### config.mk
export PLATFORM = sky130hd
export DESIGN_NAME = rbzc_range
export DESIGN_NICKNAME = d
export VERILOG_FILES = /design/src/hdl/range_bearing_zone_classifier_macros.svh /design/src/hdl/rbzc_range.sv
export SDC_FILE = /design/constraint.sdc
export NUM_CORES = 2
export LEC_CHECK = 0
export BUFFER_PORTS_ARGS = -buffer_cell sky130_fd_sc_hd__buf_2
export CAP_MARGIN = 20
export CORE_MARGIN = 2
export CORE_UTILIZATION = 50
export DETAILED_ROUTE_END_ITERATION = 8
export PLACE_DENSITY = 0.75
export SLEW_MARGIN = 0
export SYNTH_ARGS = -nofsm -noshare
export SYNTH_HDL_FRONTEND = slang
export SYNTH_SLANG_ARGS = --single-unit
### constraint.sdc
create_clock -name clk -period 22.9 [get_ports clk]
set_input_delay 4.58 -clock clk [delete_from_list [all_inputs] [get_ports clk]]
set_output_delay 4.58 -clock clk [all_outputs]
set_load 0.1 [all_outputs]
### src/hdl/range_bearing_zone_classifier_macros.svh
// Assertion helpers shared by the zone classifier RTL.
// Both macros expect clk and arst_n in scope.
`ifndef RANGE_BEARING_ZONE_CLASSIFIER_MACROS_SVH
`define RANGE_BEARING_ZONE_CLASSIFIER_MACROS_SVH
`ifndef ASSERT_OFF
`define RBZC_ASSERT_IMP(lbl, ante, cons) \
	lbl: assert property (@(posedge clk) disable iff (!arst_n) (ante) |-> (cons)) \
		else $error("rbzc: same-cycle check failed");
`define RBZC_ASSERT_NXT(lbl, ante, cons) \
	lbl: assert property (@(posedge clk) disable iff (!arst_n) (ante) |=> (cons)) \
		else $error("rbzc: next-cycle check failed");
`else
`define RBZC_ASSERT_IMP(lbl, ante, cons)
`define RBZC_ASSERT_NXT(lbl, ante, cons)
`endif
`endif

### src/hdl/rbzc_range.sv
module rbzc_range #(
	parameter int POSITION_BITS = 24,
	parameter int LAT = 27
) (
	input  logic clk,
	input  logic en,
	input  logic signed [POSITION_BITS:0] dx,
	input  logic signed [POSITION_BITS:0] dy,
	output logic [POSITION_BITS:0] range_out
);
	localparam int DW   = POSITION_BITS + 1;
	localparam int SW   = 2 * DW;
	localparam int RW   = DW;
	localparam int REMW = RW + 2;
	localparam int NSQ  = RW;
	localparam int PAD  = LAT - 2 - NSQ;

	logic [DW-1:0] ax, ay;
	logic [SW-1:0] sqx, sqy;
	logic [SW-1:0] sqx_s2, sqy_s2;
	logic [SW-1:0] rad_s [NSQ];
	logic [REMW-1:0] rem_s [NSQ];
	logic [RW-1:0] root_s [NSQ+1];

	assign ax = dx[DW-1] ? -dx : dx;
	assign ay = dy[DW-1] ? -dy : dy;
	assign sqx = ax * ax;
	assign sqy = ay * ay;

	always_ff @(posedge clk) begin
		if (en) begin
			sqx_s2 <= sqx;
			sqy_s2 <= sqy;
			rad_s[0] <= sqx_s2 + sqy_s2;
		end
	end

	// restoring square root, one root bit per stage
	for (genvar k = 0; k < NSQ; k++) begin : g_sqrt
		logic [REMW-1:0] rem_in;
		logic [RW-1:0] root_in;
		logic [REMW+1:0] cur, trial;
		logic take;

		if (k == 0) begin : g_first
			assign rem_in = '0;
			assign root_in = '0;
		end else begin : g_next
			assign rem_in = rem_s[k];
			assign root_in = root_s[k];
		end

		assign cur = {rem_in, rad_s[k][SW-1 -: 2]};
		assign trial = (REMW+2)'({root_in, 2'b01});
		assign take = (cur >= trial);

		always_ff @(posedge clk) begin
			if (en) begin
				root_s[k+1] <= {root_in[RW-2:0], take};
			end
		end

		if (k < NSQ - 1) begin : g_carry
			always_ff @(posedge clk) begin
				if (en) begin
					rem_s[k+1] <= take ? REMW'(cur - trial) : REMW'(cur);
					rad_s[k+1] <= rad_s[k] << 2;
				end
			end
		end
	end

	if (PAD == 0) begin : g_nopad
		assign range_out = root_s[NSQ];
	end else begin : g_pad
		logic [RW-1:0] pad_s [1:PAD];
		always_ff @(posedge clk) begin
			if (en) begin
				pad_s[1] <= root_s[NSQ];
				for (int j = 2; j <= PAD; j++) begin
					pad_s[j] <= pad_s[j-1];
				end
			end
		end
		assign range_out = pad_s[PAD];
	end

endmodule

# Yosys cells after proc, flatten, opt, wreduce, memory -nomap -nowiden
# Memories as Yosys holds them, arrays and structs flattened.
# Cells that the tools add are included.
# totals
wordCells,87
out_inout_bits,25
reg_bits,100
input_bits,52
ramBits,2575
memories,3
# memory_table
name,depth,width,read_ports,rd_clocked_by_memory_dff,write_ports,line,rtl
rad_s,25,50,25,0,25,rbzc_range.sv:21,logic [SW-1:0] rad_s [NSQ];
rem_s,25,27,24,0,24,rbzc_range.sv:22,logic [REMW-1:0] rem_s [NSQ];
root_s,26,25,25,0,25,rbzc_range.sv:23,logic [RW-1:0] root_s [NSQ+1];
# op_classes
magnitude_cmp,25
n_mul,2
mux,28
add_sub_neg,27
# op_table
cell,n
$ge A29 B27 Y1,24
$mux W27,24
$sub A27 B27 Y27,23
$mul A25 B25 Y50,2
$add A50 B50 Y50,1
$mux W25,2
$neg A25 Y25,2
$sub A2 B1 Y3 const B,1
$ge A2 B1 Y1 const B,1
$mux W1,2

# Logic depth before layout (Yosys ltp)
# logic_depth
ltp_word,3
ltp_mapped,39
ltp_nobuf,36

# Worst setup path after synthesis
# OpenSTA, ideal clock, no wires.
# synth_timing
path_type,input port to flip-flop
start,in dy[0]
end,"reg sqy_s2[49], data pin"
arrival_time_ns,13.621
slack_ns,9.019
n_path_buf,3
cell_stages,37
cell_sequence,inv_1 clkbuf_1 ha_1 nand2_1 or3_1 or3_1 or4_4 or2_2 o21ai_0 xor2_1 clkbuf_1 nor2_1 fa_1 inv_1 fa_1 inv_1 fa_1 inv_1 fa_1 inv_1 fa_1 fa_1 inv_1 fa_1 inv_1 ha_1 clkbuf_1 a21oi_1 o21ai_0 a211oi_1 o21ai_0 a31oi_1 o21ai_0 a2111oi_0 o21bai_1 a21oi_1 xnor2_1
# synth_via
elab_chain_len,3
# synth_lines
item,line,rtl
"start, declared",rbzc_range.sv:8,"input logic signed [POSITION_BITS:0] dy,"
$neg A25 Y25,rbzc_range.sv:26,assign ay = dy[DW-1] ? -dy : dy;
$mux W25 *,rbzc_range.sv:26,
$mul A25 B25 Y50 *,rbzc_range.sv:28,assign sqy = ay * ay;
net sqy[49],rbzc_range.sv:19,"logic [SW-1:0] sqx, sqy;"
"end signal, assigned",rbzc_range.sv:33,sqy_s2 <= sqy;
"end, declared",rbzc_range.sv:20,"logic [SW-1:0] sqx_s2, sqy_s2;"
# The timed path passes the listed nets; every way through them passes the cells marked *.
# A chain may end at the register's enable or synchronous reset.

# Final worst setup path
# Ends and elaborated chain as after synthesis.

==> run metrics <==
worst hold path startpoint=rad_s[4][147]$_DFFE_PP_; Remaining Overflow, GRT=0; Synth area leader=edfxtp_1; postcts setup bufs=0; critical path's slowest cell=clkinv_1; Worst R2R Setup Slack=roughly 19000 ps; reg-to-reg endpoint=rem_s[0][586]$_DFFE_PP_; synth warn=0; Clock Skew=around 50 ps; via count=71.57k; IO Pins=77; Hold Vio Cnt, Final=0; Post-Synthesis Cells=9858; post-route setup slack=around 7700 ps; largest net degree at the start of global routing=approximately 220; max-cap viol count=0; chip width=between 400 and 500 um; layout cell share with drive strength beyond 1=under 10%; first-pass GRT wire length=398300 um; FF-to-FF Start=root_s[5][0]$_DFFE_PP_; TritonCTS sink count=~1.7k; Reg2Reg Depth=13; placed cell areas=117300 sq um; CP dominant cell by count=fa_1; H-tree depth=4; fin. max-slew vios=0; post-synthesis sequential area ratio=44.81%; Avg Cell Area, Syn=around 11 sq um; Final TNS setup=0 ps; asr flop ratio synth=0%; hold crit path type=reg2reg; CTS resizes=0; RSZ-0062 raised after global routing=no; Max FO, Critical Path=24; Worst EP required=roughly 23000 ps; Core Box Area=about 220000 sq um; clk slew on worst S/H paths=60 ps; #FFs+latches synth=between 1.5k and 2k; Routed WL=about 250000 um; Layout fillers=between 15k and 20k; GR Util All Layers=between 20% and 30%; Hold Path Sink=rad_s[4][199]$_DFFE_PP_; Worst Tran Pin Value=1115 ps; crit path kind=in2reg; top cells by count, synth=inv_1 (1745), edfxtp_1 (1684), fa_1 (947), nand2_1 (784), ha_1 (763); Final Instance Area=122900 sq um; Detailed Route Iter0 Violations=roughly 5.4k; initial core utilization=50.23%; Clock Latency Late Sink=about 820 ps; Post-synth EDFFs=approximately 1.7k; 1st-pass router iterations=6; final period utilization=roughly 66%; Yosys cell types=85; Area contributors post-synth=edfxtp_1 (45%), fa_1 (17%), ha_1 (8.5%); Chip Height=approximately 480 um; area grow syn2layout=8.871%; Core Rows=174; DP HPWL=approximately 190000 um; clk root buf=clkbuf_16; status=complete, no violations; Num CTS Buffers=168; area fraction of the dominant cell type after synthesis=roughly 45%; Max stage delay on crit path=around 980 ps; hold_buf cts=0; final setup violation count=0; DR vias/cell=approximately 5.4; routability congestion estimate=~0.93; port bufs=between 70 and 80; Clock Tree Buf Depth=3; ANT nets after route=0; vias in the first global route=between 70k and 80k; area occupied by multi-input gates=roughly 55000 sq um; Critical Path AT=approximately 16000 ps; Highest Clock Rate=about 66 MHz; register area=roughly 51000 sq um; pre-CTS setup slack=roughly 7100 ps; DRC Markers=0; Rel. slew slack=25.64%; WHS Path Cells=0; Startpoint Class=input port; initial antenna violation count=4; crit path time final=15210 ps; Worst Setup End Kind=flip-flop; WL/cell=around 19 um; Synth Flop Type=edfxtp_1; Layout Nets=roughly 12k; Die ar.=roughly 230000 sq um; CTS tree=done; top-count cell post-synth=inv_1; Syn Std Cell Area=~110000 sq um
-- placed cells by master, fill, tap and decap left out, types with 261 or more instances in the layout --
| master | synthesis | layout |
|---|---|---|
| fa_1 | 947 | 947 |
| a21oi_1 | 467 | 467 |
| edfxtp_1 | 1684 | 1684 |
| nor2_1 | 651 | 651 |
| xnor2_1 | 383 | 380 |
| o21ai_0 | 351 | 351 |
| xor2_1 | 273 | 261 |
| nand2_1 | 784 | 784 |
| inv_1 | 1745 | 1745 |
| ha_1 | 763 | 763 |
-- critical path: cells and delay by family --
kind            cells  cell delay [ps]
fa+ha+maj           9             4280
compound gates     10             2710
buf+inv             9             1950
simple gates        5             1640
xor+xnor            2              580
-- layer usage --
| layer | part of all wire (%) | track usage (%) |
|---|---|---|
| met5 | 0 | 0 |
| met4 | 4.8 | 9.779 |
| met3 | 5.8 | 3.414 |
| met2 | 48 | 36.73 |
| met1 | 41 | 27.94 |
-- worst max-delay path by stage --
stage	end	slack (ps)	start
floorplan	sqy_s2[49]$_DFFE_PP_	9020	dy[0]
global placement	sqy_s2[49]$_DFFE_PP_	7180	dy[0]
detailed placement	sqy_s2[49]$_DFFE_PP_	7070	dy[0]
CTS	sqy_s2[49]$_DFFE_PP_	7860	dy[0]
global route	sqy_s2[49]$_DFFE_PP_	7080	dy[0]
finish	sqy_s2[49]$_DFFE_PP_	7690	dy[0]
-- sequential cells by signal (all words and copies together) (netlist names) --
signal	cells
rad_s	650
rem_s	611
root_s	325
sqx_s2	49
sqy_s2	49
-- kinds of logic after synthesis --
kind of cell    share of synthesized area (%)
mux                                    0.4978
flops                                   44.81
xor+xnor                                5.106
simple gates                            9.698
fa+ha+maj                               25.26
buf+inv                                 6.492
other cells                          0.006655
compound gates                          8.130
-- stage by stage --
| step | cells | hold slack (ps) | utilization (%) |
|---|---|---|---|
| final | 13170 | 385.5 | 54.68 |
| after global routing | 13170 | 396.2 | 54.68 |
| after CTS | 13170 | 383.3 | 54.67 |
| after detailed placement | 12870 | 404.5 | 52.23 |
| after global placement | 12870 | 400.3 | 52.23 |
| after floorplan | 9894 | 400.3 | - |
-- area by class of cell --
| class | instances | area share (%) |
|---|---|---|
| diodes | 5 | 0.01018 |
| clock buffers | 205 | 3.569 |
| clock inverters | 91 | 0.8962 |
| inverters | 1765 | 5.394 |
| multi-input cells | 6261 | 44.98 |
| flip-flops and latches | 1684 | 41.16 |
| well taps | 2992 | 3.047 |
| repair buffers | 171 | 0.9390 |
Power is not shown: default switching activity piles up to over one toggle a cycle in this logic, so the estimate is an artifact.
