[src/hdl/range_bearing_zone_classifier_macros.svh]
// Assertion helpers shared by the zone classifier RTL.
// Both macros expect clk and arst_n in scope.
`ifndef RANGE_BEARING_ZONE_CLASSIFIER_MACROS_SVH
`define RANGE_BEARING_ZONE_CLASSIFIER_MACROS_SVH
`ifndef ASSERT_OFF
`define RBZC_ASSERT_IMP(lbl, ante, cons) \
	lbl: assert property (@(posedge clk) disable iff (!arst_n) (ante) |-> (cons)) \
		else $error("rbzc: same-cycle check failed");
`define RBZC_ASSERT_NXT(lbl, ante, cons) \
	lbl: assert property (@(posedge clk) disable iff (!arst_n) (ante) |=> (cons)) \
		else $error("rbzc: next-cycle check failed");
`else
`define RBZC_ASSERT_IMP(lbl, ante, cons)
`define RBZC_ASSERT_NXT(lbl, ante, cons)
`endif
`endif

[src/hdl/rbzc_pkg.sv]
package rbzc_pkg;

	// configuration port
	localparam int CFG_IDX_W  = 3;
	localparam int CFG_DATA_W = 24;

	localparam logic [CFG_IDX_W-1:0] CFG_RANGE_SETPOINT     = 3'd0;
	localparam logic [CFG_IDX_W-1:0] CFG_DISTANCE_THRESHOLD = 3'd1;
	localparam logic [CFG_IDX_W-1:0] CFG_SET_BEARING        = 3'd2;
	localparam logic [CFG_IDX_W-1:0] CFG_BEARING_THRESHOLD  = 3'd3;
	localparam logic [CFG_IDX_W-1:0] CFG_ANGLE_ZONE_COUNT   = 3'd4;

	localparam logic [23:0] RST_RANGE_SETPOINT     = 24'd6144;
	localparam logic [23:0] RST_DISTANCE_THRESHOLD = 24'd2048;
	localparam logic [15:0] RST_SET_BEARING        = 16'd0;
	localparam logic [14:0] RST_BEARING_THRESHOLD  = 15'd5461;
	localparam logic [3:0]  RST_ANGLE_ZONE_COUNT   = 4'd3;

	// CORDIC datapath: positions are prescaled so the top lands near bit 57
	localparam int PRESHIFT_BASE = 57;
	localparam int CW            = 61;
	localparam int ZW            = 34;
	localparam int TABLE_LEN     = 24;

	// atan(2^-i) with 2^31 = pi
	localparam logic signed [ZW-1:0] ATAN_TAB [TABLE_LEN] = '{
		34'sd536870912, 34'sd316933406, 34'sd167458907, 34'sd85004756,
		34'sd42667331,  34'sd21354465,  34'sd10679838,  34'sd5340245,
		34'sd2670163,   34'sd1335087,   34'sd667544,    34'sd333772,
		34'sd166886,    34'sd83443,     34'sd41722,     34'sd20861,
		34'sd10430,     34'sd5215,      34'sd2608,      34'sd1304,
		34'sd652,       34'sd326,       34'sd163,       34'sd81
	};
	localparam logic signed [ZW-1:0] Z_QUARTER = 34'sd1073741824;

	// zone codes
	localparam logic [1:0] ZONE_BELOW  = 2'd0;
	localparam logic [1:0] ZONE_INSIDE = 2'd1;
	localparam logic [1:0] ZONE_ABOVE  = 2'd2;

	localparam logic [2:0] REWARD_BOTH = 3'b010;
	localparam logic [2:0] REWARD_ONE  = 3'b001;
	localparam logic [2:0] REWARD_NONE = 3'b111;

	// band limits, two's complement, formed without wrap
	typedef struct packed {
		logic [25:0] dlo;
		logic [25:0] dhi;
		logic [17:0] blo;
		logic [17:0] bhi;
		logic [3:0]  azc;
	} rbzc_limits_t;

endpackage

[src/hdl/rbzc_classify.sv]
`include "range_bearing_zone_classifier_macros.svh"

module rbzc_classify #(
	parameter int POSITION_BITS = 24,
	parameter int ANGLE_BITS = 16
) (
	input  logic clk,
	input  logic arst_n,
	input  logic load,
	input  logic in_valid,
	input  logic [POSITION_BITS:0] range_in,
	input  logic signed [ANGLE_BITS-1:0] bearing_in,
	input  rbzc_pkg::rbzc_limits_t lim,
	output logic out_valid,
	output logic [5:0] zone_index,
	output logic [2:0] reward,
	output logic [POSITION_BITS:0] range_out,
	output logic signed [ANGLE_BITS-1:0] bearing_out
);
	import rbzc_pkg::*;

	localparam int CRW = ((POSITION_BITS + 1 > 25) ? POSITION_BITS + 1 : 25) + 1;
	localparam int CBW = (ANGLE_BITS > 18) ? ANGLE_BITS : 18;

	logic signed [CRW-1:0] r_x, dlo_x, dhi_x;
	logic signed [CBW-1:0] b_x, blo_x, bhi_x;
	logic out_d, out_b;
	logic [1:0] zd, zbz, wsum;
	logic [5:0] zone;
	logic [2:0] rew;
	logic out_valid_q;

	assign r_x   = $signed(CRW'(range_in));
	assign dlo_x = CRW'($signed(lim.dlo));
	assign dhi_x = CRW'($signed(lim.dhi));
	assign b_x   = CBW'(bearing_in);
	assign blo_x = CBW'($signed(lim.blo));
	assign bhi_x = CBW'($signed(lim.bhi));

	// reward band is closed; zone band is open at both ends
	assign out_d = (r_x > dhi_x) || (r_x < dlo_x);
	assign out_b = (b_x > bhi_x) || (b_x < blo_x);
	assign zd  = (r_x <= dlo_x) ? ZONE_BELOW : ((r_x < dhi_x) ? ZONE_INSIDE : ZONE_ABOVE);
	assign zbz = (b_x <= blo_x) ? ZONE_BELOW : ((b_x < bhi_x) ? ZONE_INSIDE : ZONE_ABOVE);
	assign zone = 6'(({4'b0, zd} * {2'b0, lim.azc}) + {4'b0, zbz});
	assign wsum = {1'b0, out_d} + {1'b0, out_b};

	always_comb begin
		unique case (wsum)
			2'd0: rew = REWARD_BOTH;
			2'd1: rew = REWARD_ONE;
			default: rew = REWARD_NONE;
		endcase
	end

	always_ff @(posedge clk or negedge arst_n) begin
		if (!arst_n) begin
			out_valid_q <= 1'b0;
		end else if (load) begin
			out_valid_q <= in_valid;
		end
	end

	always_ff @(posedge clk) begin
		if (load && in_valid) begin
			zone_index <= zone;
			reward <= rew;
			range_out <= range_in;
			bearing_out <= bearing_in;
		end
	end

	assign out_valid = out_valid_q;

	`RBZC_ASSERT_IMP(a_reward_code, out_valid_q, reward == REWARD_BOTH || reward == REWARD_ONE || reward == REWARD_NONE)
	`RBZC_ASSERT_IMP(a_zone_bound, out_valid_q, zone_index <= 6'd32)

endmodule

[config.mk]
export PLATFORM = sky130hd
export DESIGN_NAME = rbzc_classify
export DESIGN_NICKNAME = d
export VERILOG_FILES = /design/src/hdl/rbzc_pkg.sv /design/src/hdl/rbzc_classify.sv
export VERILOG_INCLUDE_DIRS = /design/src /design/src/hdl
export SDC_FILE = /design/constraint.sdc
export NUM_CORES = 1
export LEC_CHECK = 0
export ABC_AREA = 1
export BUFFER_PORTS_ARGS = -buffer_cell sky130_fd_sc_hd__buf_2
export CORE_MARGIN = 2
export CORE_UTILIZATION = 47
export CTS_BUF_LIST = sky130_fd_sc_hd__clkbuf_8 sky130_fd_sc_hd__clkbuf_16
export DETAILED_ROUTE_END_ITERATION = 8
export PLACE_DENSITY_LB_ADDON = 0.15
export SETUP_SLACK_MARGIN = 0.4
export SLEW_MARGIN = 20
export SYNTH_ARGS = -nofsm -noshare
export SYNTH_HDL_FRONTEND = slang
export SYNTH_SLANG_ARGS = --single-unit
[constraint.sdc]
create_clock -name clk -period 1.2 [get_ports clk]
set_input_delay 0.18 -clock clk [delete_from_list [all_inputs] [get_ports clk]]
set_output_delay 0.18 -clock clk [all_outputs]
set_load 0.05 [all_outputs]
== Word level (Yosys, flattened, before mapping) ==
Index checks and enable logic that the tools add are counted.
Word-level totals
  bits in registers: 51
Cells by class
  magnitude comparators: 8
  $mul: 1
  reductions and logical operators: 4
  eq/ne operators: 1
  $add $sub $neg: 2
  multiplexer cells: 5
Operators by type and width (number)
  $lt 26x26->1: 2
  $lt 16x18->1: 2
  $gt 26x26->1: 1
  $le 26x26->1: 1
  $gt 16x18->1: 1
  $le 16x18->1: 1
  $mux 2: 4
  $add 6x2->6: 1
  $mul 2x4->6: 1
  $pmux 3 s2: 1
  $add 1x1->2: 1
  $eq 2x1->1 const B: 1
  $logic_not 2->1: 1
  $logic_or 1x1->1: 2
  $logic_and 1x1->1: 1

== Depth between registers and ports, before layout ==
  depth in word-level cells: 5
  depth in mapped cells: 19
  mapped depth without buffers: 19

== Worst setup path after synthesis ==
No wires, ideal clock.
  kind: input-to-reg
  start point: in lim[21] (netlist name)
  end point: reg zone_index[3], data pin
  path slack: -1525 ps
  required time: 942 ps
  arrival: 2467 ps
  cell stages on the path: 16
  setup time: 258 ps
  path through: inv_1 -> ha_1 -> nand2_2 -> nor2_2 -> nand2_2 -> nor2_4 -> o21ai_2 -> nand4_1 -> and2_4 -> nand3_1 -> fa_1 -> inv_1 -> ha_1 -> inv_1 -> fa_1 -> xnor2_1
Between the ends
  cells in the longest elaborated chain, start to end: 4
RTL lines
  start: declaration: line rbzc_classify.sv:13  | input rbzc_pkg::rbzc_limits_t lim,
  $lt 16x18->1: line rbzc_classify.sv:44  | assign zbz = (b_x <= blo_x) ? ZONE_BELOW : ((b_x < bhi_x) ? ZONE_INSIDE : ZONE_ABOVE);
  $mux 2 (2 in a row): line rbzc_classify.sv:44
  $add 6x2->6: line rbzc_classify.sv:45  | assign zone = 6'(({4'b0, zd} * {2'b0, lim.azc}) + {4'b0, zbz});
  net zone[3]: line rbzc_classify.sv:29  | logic [5:0] zone;
  end signal: assignment: line rbzc_classify.sv:66  | zone_index <= zone;
  end: declaration: line rbzc_classify.sv:15  | output logic [5:0] zone_index,
The timed path passes the listed nets, and every way through them passes these cells.
A chain may end at the register's enable or synchronous reset.

== Final worst setup path ==
  start point: in lim[12] (netlist name)
  end point: reg zone_index[2], data pin
The elaborated chain is that of the path after synthesis.

==> flow_metrics.env <==
export IMPL_run_status="finished with violations"
export IMPL_failed_checks="setup timing"
export IMPL_post_synth_inst_count=512
export IMPL_initial_utilization=0.4906
export IMPL_grtUsageTotal=0.2782
export IMPL_routed_wire_length_um=14380
export IMPL_predominant_post_synthesis_flop_cell="sky130_fd_sc_hd__edfxtp_1"
export IMPL_gp_congestion=0.8785
export IMPL_path_class="input port to register"
export IMPL_grt_start_max_net_pins=39
export IMPL_starting_drt_drc_count=134
export IMPL_cts_root_buffer="sky130_fd_sc_hd__clkbuf_8"
export IMPL_final_max_slew_violation_count=0
export IMPL_cts_sinks=51
export IMPL_finalSetupViolations=9
export IMPL_final_fill_count=464
export IMPL_die_y_um=99.88
export IMPL_startpoint_type="input port"
export IMPL_final_min_clock_period_ns=2.674
export IMPL_insertedDiodeCount=0
export IMPL_fin_util=0.8725
export IMPL_layout_cell_area_non_filler_um2=7684
export IMPL_final_ws_setup_ns=-1.474
export IMPL_syn_avg_cell_area_um2=8.438
export IMPL_area_sequential_um2=1528
export IMPL_maxCapViolations=0
export IMPL_cts_reportedPaths_clkPinSlew_ns=0.10
export IMPL_via_count_of_the_first_global_routing_pass=4819
export IMPL_antenna_left=0
export IMPL_layout_nets=995
export IMPL_post_dp_hpwl_um=9086
export IMPL_worst_slew_pin_transition_ns=0.2998
export IMPL_rsz_0062_raised_after_global_routing="true"
export IMPL_multi_input_area_um2=3496
export IMPL_critical_path_max_stage_delay_ns=0.51
export IMPL_fmaxAchievable_mhz=374.0
export IMPL_power_uw=6160
export IMPL_clkLatencyLatePin_ns=0.31
export IMPL_yosysWarnings=0
export IMPL_routed_wire_length_per_instance_um=16.53
export IMPL_fp_dieW_um=99.88
export IMPL_post_synth_instance_area_um2=4320
export IMPL_end_kind="register"
export IMPL_dr_total_vias=4429
export IMPL_hold_viol=0
export IMPL_synth_fp_nets=746
export IMPL_floorplan_core_area_um2=8806
export IMPL_ctsHtreeMaxLevel=2
export IMPL_power_ir_vdd_worst_mv=0.6413
export IMPL_post_dp_cell_area_um2=6048
export IMPL_antenna_violations_before_repair=0
export IMPL_drt_pre_antenna_iters=4
export IMPL_io_buffers=187
export IMPL_timing_critical_path_slowest_stage_cell="sky130_fd_sc_hd__fa_2"
export IMPL_asyncSetResetFlopFracSynth=0.01961
export IMPL_numCtsBuffers=5
export IMPL_synth_yosys_seq_area_share=0.3533
export IMPL_ctsLongestPathBuffers=2
export IMPL_drive_gt1_frac=0.5892
export IMPL_gr_total_overflow=0
export IMPL_max_slew_margin=0.7983
export IMPL_number_of_placed_i_o_pins=188
export IMPL_postSynthRegisterBits=51
export IMPL_synth_cell_types=29
export IMPL_tritoncts="yes"
export IMPL_fin_skew_ns=0
export IMPL_path_max_fanout=2
export IMPL_power_density_nw_per_um2=801.8
export IMPL_dieArea_um2=9975
export IMPL_global_route_wire_length_before_repair_um=22000
export IMPL_power_leakage_uw=0.003751
export IMPL_critPathArrivalTime_ns=2.76
export IMPL_post_route_period_util=2.228
export IMPL_path_cells="buf_2 -> inv_2 -> ha_4 -> nand2_2 -> a21oi_1 -> nor2_1 -> nand2_2 -> nand2_2 -> nand4_1 -> and2_4 -> nand3_2 -> fa_2 -> inv_2 -> ha_4 -> inv_2 -> fa_2 -> inv_1"
export IMPL_min_delay_path_class="input port to register"
export IMPL_placementRows=34
export IMPL_route_detailed_drc=0
export IMPL_vias_per_cell=5.091
export IMPL_synth_edf_count=50
export IMPL_areaGrowthSynthToFinish_pct=77.85
export IMPL_worstPathRequired_ns=1.28
## metrics by stage
step	hold slack (ns)	setup WS (ns)	cells	setup TNS (ns)
3_3_place_gp	-0.04531	-1.783	844	-11.78
5_1_grt	0.03905	-1.570	870	-11.18
3_5_place_dp	-0.04347	-1.867	844	-12.35
6_report	0.04755	-1.474	870	-10.34
2_1_floorplan	-0.1156	-1.425	512	-13.83
4_1_cts	0.04080	-1.341	867	-9.058
## where the power goes
group	switching [uW]	internal (uW)	total, uW
sequential	65.8	2110	2180
combinational	1590	1300	2890
clock	629	460	1090
## worst paths after layout
kind | startpoint | to | slack, ns | cells after the start
max reg2reg | out_valid$_DFFE_PN0P_ | out_valid$_DFFE_PN0P_ | 0.53 | 2
max in group asynchronous | arst_n | out_valid$_DFFE_PN0P_ | 0.92 | 2
min | bearing_in[6] | bearing_out[6]$_DFFE_PP_ | 0.05 | 1
min in group asynchronous | arst_n | out_valid$_DFFE_PN0P_ | 0.19 | 2
max | lim[12] | zone_index[2]$_DFFE_PP_ | -1.47 | 17
min reg2reg | out_valid$_DFFE_PN0P_ | out_valid$_DFFE_PN0P_ | 0.59 | 2
## logic make-up after synthesis
| logic type | synth area share |
|---|---|
| xor gates and xnor gates | 0.004055 |
| adders and majority gates | 0.2844 |
| AOI/OAI and AO/OA | 0.05995 |
| buffers and inverters | 0.1182 |
| DFF | 0.3533 |
| and+or+nand+nor | 0.1801 |
## synthesized netlist by cell type, types with 2 or more instances
cell / instances / share of area
sky130_fd_sc_hd__edfxtp_1: 50 / 0.35
sky130_fd_sc_hd__o21a_1: 2 / 0.0035
sky130_fd_sc_hd__inv_2: 4 / 0.0035
sky130_fd_sc_hd__nand2_2: 4 / 0.0058
sky130_fd_sc_hd__o21ai_0: 4 / 0.0046
sky130_fd_sc_hd__nand3_2: 2 / 0.0046
sky130_fd_sc_hd__nand4_1: 5 / 0.0072
sky130_fd_sc_hd__nor3_1: 4 / 0.0046
sky130_fd_sc_hd__nand2_1: 106 / 0.092
sky130_fd_sc_hd__nor2_2: 2 / 0.0029
sky130_fd_sc_hd__nor2_1: 31 / 0.027
sky130_fd_sc_hd__o21bai_1: 3 / 0.0052
sky130_fd_sc_hd__nand3b_1: 2 / 0.0035
sky130_fd_sc_hd__ha_1: 95 / 0.28
sky130_fd_sc_hd__a21o_1: 5 / 0.0087
sky130_fd_sc_hd__a21oi_1: 29 / 0.034
sky130_fd_sc_hd__nand3_1: 19 / 0.022
sky130_fd_sc_hd__inv_1: 132 / 0.11
sky130_fd_sc_hd__fa_1: 2 / 0.0093
sky130_fd_sc_hd__o21ai_1: 2 / 0.0023
## layout make-up
| type | count | share of cell area |
|---|---|---|
| multi-input combinational | 325 | 0.4550 |
| timing repair buffer | 242 | 0.2465 |
| sequential | 51 | 0.1988 |
| inverter | 136 | 0.07018 |
| tap | 108 | 0.01759 |
| clock buffer | 6 | 0.01075 |
| clock inverter | 2 | 0.001140 |
## critical path: cells and delay by family
kind	cells	cell delay (ns)
compound gates	1	0.05
fa+ha+maj	4	1.29
buf+inv	5	0.34
simple gates	7	0.89
## state kept, by name (all words and copies together), names as in the netlist
signal / flops
range_out: 25
bearing_out: 16
zone_index: 6
reward: 3
out_valid: 1
## per-layer routing
metal,track usage,share of wire,up-vias
met4,0.07060,0.023,0
met2,0.5608,0.55,155
met1,0.2945,0.37,2090
met3,0.04875,0.056,33
met5,0,0,-
li1,-,-,2151
## what timing repair did
item,CTS,global route
resized for setup,267,37
buffers inserted,14,3
pin swaps,69,26
hold buffers,1,0
endpoints found under the hold margin,1,0
endpoints found under the setup margin,60,60
## placed cells by master (no fill, tap or decap), types with 3 or more instances in the layout
| cell | netlist | routed |
|---|---|---|
| sky130_fd_sc_hd__buf_8 | 0 | 5 |
| sky130_fd_sc_hd__inv_1 | 132 | 94 |
| sky130_fd_sc_hd__ha_4 | 0 | 64 |
| sky130_fd_sc_hd__edfxtp_1 | 50 | 50 |
| sky130_fd_sc_hd__nand2_2 | 4 | 33 |
| sky130_fd_sc_hd__o21ai_2 | 1 | 3 |
| sky130_fd_sc_hd__nand2_4 | 0 | 7 |
| sky130_fd_sc_hd__a21oi_2 | 0 | 8 |
| sky130_fd_sc_hd__buf_4 | 0 | 49 |
| sky130_fd_sc_hd__nor2_4 | 1 | 12 |
| sky130_fd_sc_hd__inv_4 | 0 | 3 |
| sky130_fd_sc_hd__nor2_1 | 31 | 15 |
| sky130_fd_sc_hd__nand3_2 | 2 | 11 |
| sky130_fd_sc_hd__buf_6 | 0 | 76 |
| sky130_fd_sc_hd__o21bai_1 | 3 | 3 |
| sky130_fd_sc_hd__nor2_2 | 2 | 7 |
| sky130_fd_sc_hd__inv_2 | 4 | 36 |
| sky130_fd_sc_hd__nand3_1 | 19 | 7 |
| sky130_fd_sc_hd__a21oi_1 | 29 | 21 |
| sky130_fd_sc_hd__nand4_1 | 5 | 5 |
| sky130_fd_sc_hd__buf_2 | 0 | 109 |
| sky130_fd_sc_hd__o21ai_0 | 4 | 3 |
| sky130_fd_sc_hd__ha_1 | 95 | 31 |
| sky130_fd_sc_hd__nand2_1 | 106 | 69 |
| sky130_fd_sc_hd__nand3_4 | 0 | 3 |
| sky130_fd_sc_hd__nor3_4 | 0 | 3 |
| sky130_fd_sc_hd__clkbuf_8 | 0 | 6 |
| sky130_fd_sc_hd__a21o_1 | 5 | 5 |
Note: power is estimated with default switching activity, not from simulation.
